--- config.mk ---
export PLATFORM = sky130hd
export DESIGN_NAME = rtnq_div
export DESIGN_NICKNAME = d
export VERILOG_FILES = /design/src/rtl/rtnq_pkg.sv /design/src/rtl/rtnq_div.sv
export SDC_FILE = /design/constraint.sdc
export NUM_CORES = 2
export LEC_CHECK = 0
export BUFFER_PORTS_ARGS = -buffer_cell sky130_fd_sc_hd__buf_4
export CAP_MARGIN = 20
export CORE_UTILIZATION = 40
export CTS_CLUSTER_DIAMETER = 120
export DETAILED_ROUTE_END_ITERATION = 8
export GPL_TIMING_DRIVEN = 0
export PLACE_DENSITY = 0.54
export SETUP_SLACK_MARGIN = 0.3
export SKIP_CTS_REPAIR_TIMING = 1
export SLEW_MARGIN = 20
export SYNTH_ARGS = -nofsm -noshare
export SYNTH_HDL_FRONTEND = slang
export SYNTH_SLANG_ARGS = --single-unit
--- constraint.sdc ---
create_clock -name clk -period 9.1 [get_ports clk]
set_clock_uncertainty 0.05 [all_clocks]
set_input_delay 1.365 -clock clk [delete_from_list [all_inputs] [get_ports clk]]
set_output_delay 1.365 -clock clk [all_outputs]
set_load 0.01 [all_outputs]
--- src/rtl/rtnq_pkg.sv ---
// Shared constants and types for the rank-to-normal-quantile pipeline.
// No dependencies.
`default_nettype none
package rtnq_pkg;

  localparam int RANK_BITS     = 16;
  localparam int IN_TDATA_W    = ((RANK_BITS + 7) / 8) * 8;
  localparam int CNT_W         = 16;
  localparam int CMP_W         = (RANK_BITS > CNT_W) ? RANK_BITS : CNT_W;
  localparam int D_W           = CNT_W + 1;
  localparam int OUT_W         = 16;
  localparam int OUT_FRAC_BITS = 12;

  // internal fixed point: 28 fractional bits
  localparam int FB    = 28;
  localparam int E_W   = 5;
  localparam int LOG_W = E_W + FB;
  localparam int M_W   = FB + 1;

  localparam int SQ_STAGES = 32;
  localparam int NUM_W     = 32;
  localparam int Q_W       = 31;
  localparam int R_W       = NUM_W + 1;
  localparam int LO_W      = Q_W - FB;

  localparam int LOG_LAT = FB + 1;
  localparam int SIDE_N  = 1 + LOG_LAT + 2 + SQ_STAGES + 4 + Q_W;
  localparam int T_N     = 4 + Q_W;
  localparam int Z_W     = 34;
  localparam int SH      = FB - OUT_FRAC_BITS;

  localparam logic [31:0] C0 = 32'(((64'd2515517 << FB) + 64'd500000) / 64'd1000000);
  localparam logic [31:0] C1 = 32'(((64'd802853 << FB) + 64'd500000) / 64'd1000000);
  localparam logic [31:0] C2 = 32'(((64'd10328 << FB) + 64'd500000) / 64'd1000000);
  localparam logic [31:0] D1 = 32'(((64'd1432788 << FB) + 64'd500000) / 64'd1000000);
  localparam logic [31:0] D2 = 32'(((64'd189269 << FB) + 64'd500000) / 64'd1000000);
  localparam logic [31:0] D3 = 32'(((64'd1308 << FB) + 64'd500000) / 64'd1000000);
  localparam logic [31:0] ONE_Q = 32'(64'd1 << FB);
  localparam logic [31:0] LN2_Q = 32'd186065279;

  localparam logic signed [Z_W-1:0] LIM = Z_W'(64'd5 << OUT_FRAC_BITS);
  localparam logic [OUT_W-1:0] OUT_LIM = OUT_W'(64'd5 << OUT_FRAC_BITS);

  typedef struct packed {
    logic vld;
    logic lower;
    logic clamp;
  } side_t;

endpackage
`default_nettype wire

--- src/rtl/rtnq_div.sv ---
// Pipelined restoring divider: q = floor(num * 2^FB / den), one quotient bit per stage.
// Uses rtnq_pkg; the quotient is known to fit Q_W bits.
`default_nettype none
module rtnq_div (
  input  logic                         clk,
  input  logic                         en,
  input  logic [rtnq_pkg::NUM_W-1:0]   num,
  input  logic [31:0]                  den,
  output logic [rtnq_pkg::Q_W-1:0]     q
);

  wire [rtnq_pkg::R_W-1:0]  rem_w [0:rtnq_pkg::Q_W];
  wire [31:0]               den_w [0:rtnq_pkg::Q_W];
  wire [rtnq_pkg::LO_W-1:0] lo_w  [0:rtnq_pkg::Q_W];
  wire [rtnq_pkg::Q_W-1:0]  q_w   [0:rtnq_pkg::Q_W];

  assign rem_w[0] = rtnq_pkg::R_W'(num >> rtnq_pkg::LO_W);
  assign den_w[0] = den;
  assign lo_w[0]  = num[rtnq_pkg::LO_W-1:0];
  assign q_w[0]   = '0;

  for (genvar j = 0; j < rtnq_pkg::Q_W; j++) begin : g_st
    localparam int B = rtnq_pkg::Q_W - 1 - j;
    logic                     inbit;
    logic [rtnq_pkg::R_W-1:0] sh;
    logic [rtnq_pkg::R_W-1:0] rem_q;
    logic [31:0]              den_q;
    logic [rtnq_pkg::LO_W-1:0] lo_q;
    logic [rtnq_pkg::Q_W-1:0] q_q;

    if (B >= rtnq_pkg::FB) begin : g_bit
      assign inbit = lo_w[j][B-rtnq_pkg::FB];
    end else begin : g_zero
      assign inbit = 1'b0;
    end

    assign sh = {rem_w[j][rtnq_pkg::R_W-2:0], inbit};

    always_ff @(posedge clk) begin
      if (en) begin
        if (sh >= {1'b0, den_w[j]}) begin
          rem_q <= sh - {1'b0, den_w[j]};
          q_q   <= {q_w[j][rtnq_pkg::Q_W-2:0], 1'b1};
        end else begin
          rem_q <= sh;
          q_q   <= {q_w[j][rtnq_pkg::Q_W-2:0], 1'b0};
        end
        den_q <= den_w[j];
        lo_q  <= lo_w[j];
      end
    end

    assign rem_w[j+1] = rem_q;
    assign den_w[j+1] = den_q;
    assign lo_w[j+1]  = lo_q;
    assign q_w[j+1]   = q_q;
  end

  assign q = q_w[rtnq_pkg::Q_W];

endmodule
`default_nettype wire

==> results.cfg <==
[timing]
tightest_slew_ns = 0.986
holdWs_ns = 0.353
period_minus_slack_ns = 5.42
slew_violations = 0
fin_tns_setup_ns = 0
fin_crit_sh = 0.595
hold_violations = 0
finalSetupViolations = 0
fmaxAchievable_mhz = 185
rsz0062_at_grt = false
max-slew-margin-rel = 0.326

[grt]
grt_usage = 0.200
grt_overflow = 0
grt_pass1_wl_um = 531000
grt_pass1_vias = 89000
antenna_found_initial = 8
grt_max_degree = 165

[yosys]
synth_warnings = 0
synth-compound-area-share = 0.146
synth_xor_area_frac = 0.0523
yosys.area_share.adder = 0.0964
synth_area_um2 = 135000
synth.top_cell.area_share = 0.540
syn_nets = 12900
syn_avg_cell_area_um2 = 11.4
yosys.area_share.simple = 0.0893
yosysMostFrequentCell = edfxtp_1
synth_top_family_by_area = compound AO/OA/AOI/OAI gates
synth_ff_type = edfxtp_1
synth_seq_area_share = 0.540
synth_cell_types = 91
yosysTopAreaCell = edfxtp_1
synth_edf_count = 2419
ys_seq_elements = 2419
muxShareOfSynthArea = 0.0335
ys_top_cells_by_area = edfxtp_1 54%, ha_1 9.2%, a21oi_1 3.7%
synthCells = 11800
async_flop_share = 0
synth_common_cells = 2419 x edfxtp_1, 1261 x inv_1, 989 x ha_1

[route]
viasPerCell = 5.39
routedWlPerCell_um = 20.6
first_pass_iters = 6
finalWirelength_um = 347000
first_iter_violations = 6958
vias = 90800
drtAntennaViolNets = 0
drc = 0

[critical_path]
r2r_start = g_st[11].den_q[2]
crit_buf_inv = 4
cp.arrival_ns = 5.93
cp-end-kind = flop
crit_required_ns = 9.62
r2r_end = g_st[12].rem_q[25]
rr_worst_depth = 15
r2r_slack_ns = 3.68
cpLargestDelayFamily = compound AO/OA/AOI/OAI gates
cp_common_cell = clkbuf_1
cp_slowest_stage_delay_ns = 0.68
path_max_fanout = 10
crit_type = flop to flop
crit_chain = inv_1 > ha_1 > o21a_1 > o31a_1 > o31ai_1 > a21oi_1 > o211ai_1 > a311oi_1 > o21ai_0 > nand2b_1 > a31o_2 > clkbuf_1 > clkbuf_1 > clkbuf_1 > a21oi_1
start_kind = flop
slowest_stage = clkbuf_1

[floorplanning]
dieWidth_um = 582
rows = 212
start_util = 0.403
die_y_um = 582
core_area_um2 = 334000
io_pins = 97
design.die.area_um2 = 339000

[power_and_ir_drop]
powerDensity_nw_per_um2 = 371
worst_ir_drop_vdd_uv = 157
p_leak_nw = 61.1

[hold_path]
hold_depth = 0
min_to = q[12]
hp-start = g_st[29].q_q[11]
hp-class = flop to flop

[clocking]
cts_root_buf = clkbuf_16
cts_tree = built
clk_path_buf_depth = 4
clk_pin_slew_ns = 0.06
cts_buffers = 283
clock_sinks = 2419
clkLatencyLatePin_ns = 0.92
cts-htree-levels = 5

[placement]
hpwl_um = 264000
io_buffers = 96
place.gp.congestion = 0.890

[finish]
drive_gt1_frac = 0.0843
areaGrowthSynthToFinish_pct = 11.9
nNetsFinal = 13300

[run_status]
status = finished clean

[run]
maxCapViolations = 0
where the power goes:
group,internal [mW],switching (mW),total [mW]
sequential,16.6,2.00,18.6
clock,6.71,4.72,11.4
combinational,10.7,15.1,25.8
total,34.1,21.8,55.9
routing by layer:
layer  wire length [um]  global-route usage  part of all wire
met1             153000               0.263              0.44
met2             170000               0.349              0.49
met3              13800              0.0199             0.040
met4               9990              0.0577             0.029
met5                  0                   0                 0
cells by family after synthesis:
kind of cell               Yosys count
AOI/OAI and AO/OA                 3153
xor gates and xnor gates           804
adders and majority gates         1019
buffers and inverters             1529
DFF                               2419
muxes                              399
and+or+nand+nor                   2515
area by class of cell:
type / instances / area, um^2
buffer: 267 / 1070
timing repair buffer: 115 / 1220
clock inverter: 173 / 1910
multi-input combinational: 7890 / 56200
fill: 30800 / 184000
antenna: 4 / 10.0
tap: 4387 / 5490
inverter: 1262 / 4740
sequential: 2419 / 72600
clock buffer: 329 / 7380
placed cells by master (no fill, tap or decap), types with 38 or more instances in the layout:
master and instances:
a211oi_1 65, a21boi_0 38, a21o_1 507, a21oi_1 986, a31oi_1 90, and2_1 46
and3_1 83, buf_4 103, clkbuf_1 263, clkbuf_16 289, clkinv_2 48, edfxtp_1 2419
ha_1 989, inv_1 1261, mux2_2 369, nand2_1 798, nand2b_1 176, nand3_1 183
nand4_1 144, nor2_1 600, nor2b_1 158, nor3_1 133, nor4_1 38, o211ai_1 43
o21a_1 117, o21ai_0 785, o21bai_1 123, o31ai_1 72, or3_1 38, xnor2_1 493
xor2_1 311
sequential cells by signal (all words and copies together), names as in the netlist:
| name | count |
|---|---|
| g_st.den_q | 960 |
| g_st.q_q | 465 |
| q | 31 |
| g_st.lo_q | 3 |
| g_st.rem_q | 960 |
worst register-to-register path: cells and delay by family, from the launching register on:
family          cells  cell delay, ns
simple gates        1            0.25
fa+ha+maj           1            0.38
compound gates      9            2.02
flops               1            0.48
buf+inv             4            1.89
per-stage QoR:
step / std cells / power [mW] / utilization / area (um^2) / setup slack [ns]
2_1_floorplan: 11800 / 36.7 / - / 135000 / 4.77
3_3_place_gp: 16300 / 44.8 / 0.421 / 141000 / -15.49
3_5_place_dp: 16300 / 44.5 / 0.423 / 141000 / 3.72
4_1_cts: 16800 / 56.4 / 0.451 / 151000 / 3.63
5_1_grt: 16800 / 59.9 / 0.451 / 151000 / 3.38
6_report: 16800 / 55.9 / 0.451 / 151000 / 3.68
worst max path at each step:
stage / start / to / slack (ns) / cells past startpoint
2_1_floorplan: den[4] / g_st[0].rem_q[25] / 4.77 / 14
3_3_place_gp: en / g_st[25].q_q[8] / -15.49 / 1
5_1_grt: g_st[11].den_q[2] / g_st[12].rem_q[25] / 3.38 / 15
4_1_cts: g_st[10].den_q[1] / g_st[11].rem_q[21] / 3.63 / 15
6_report: g_st[11].den_q[2] / g_st[12].rem_q[25] / 3.68 / 15
3_5_place_dp: g_st[10].den_q[1] / g_st[11].rem_q[22] / 3.72 / 15
(Power assumes the default switching activity.)
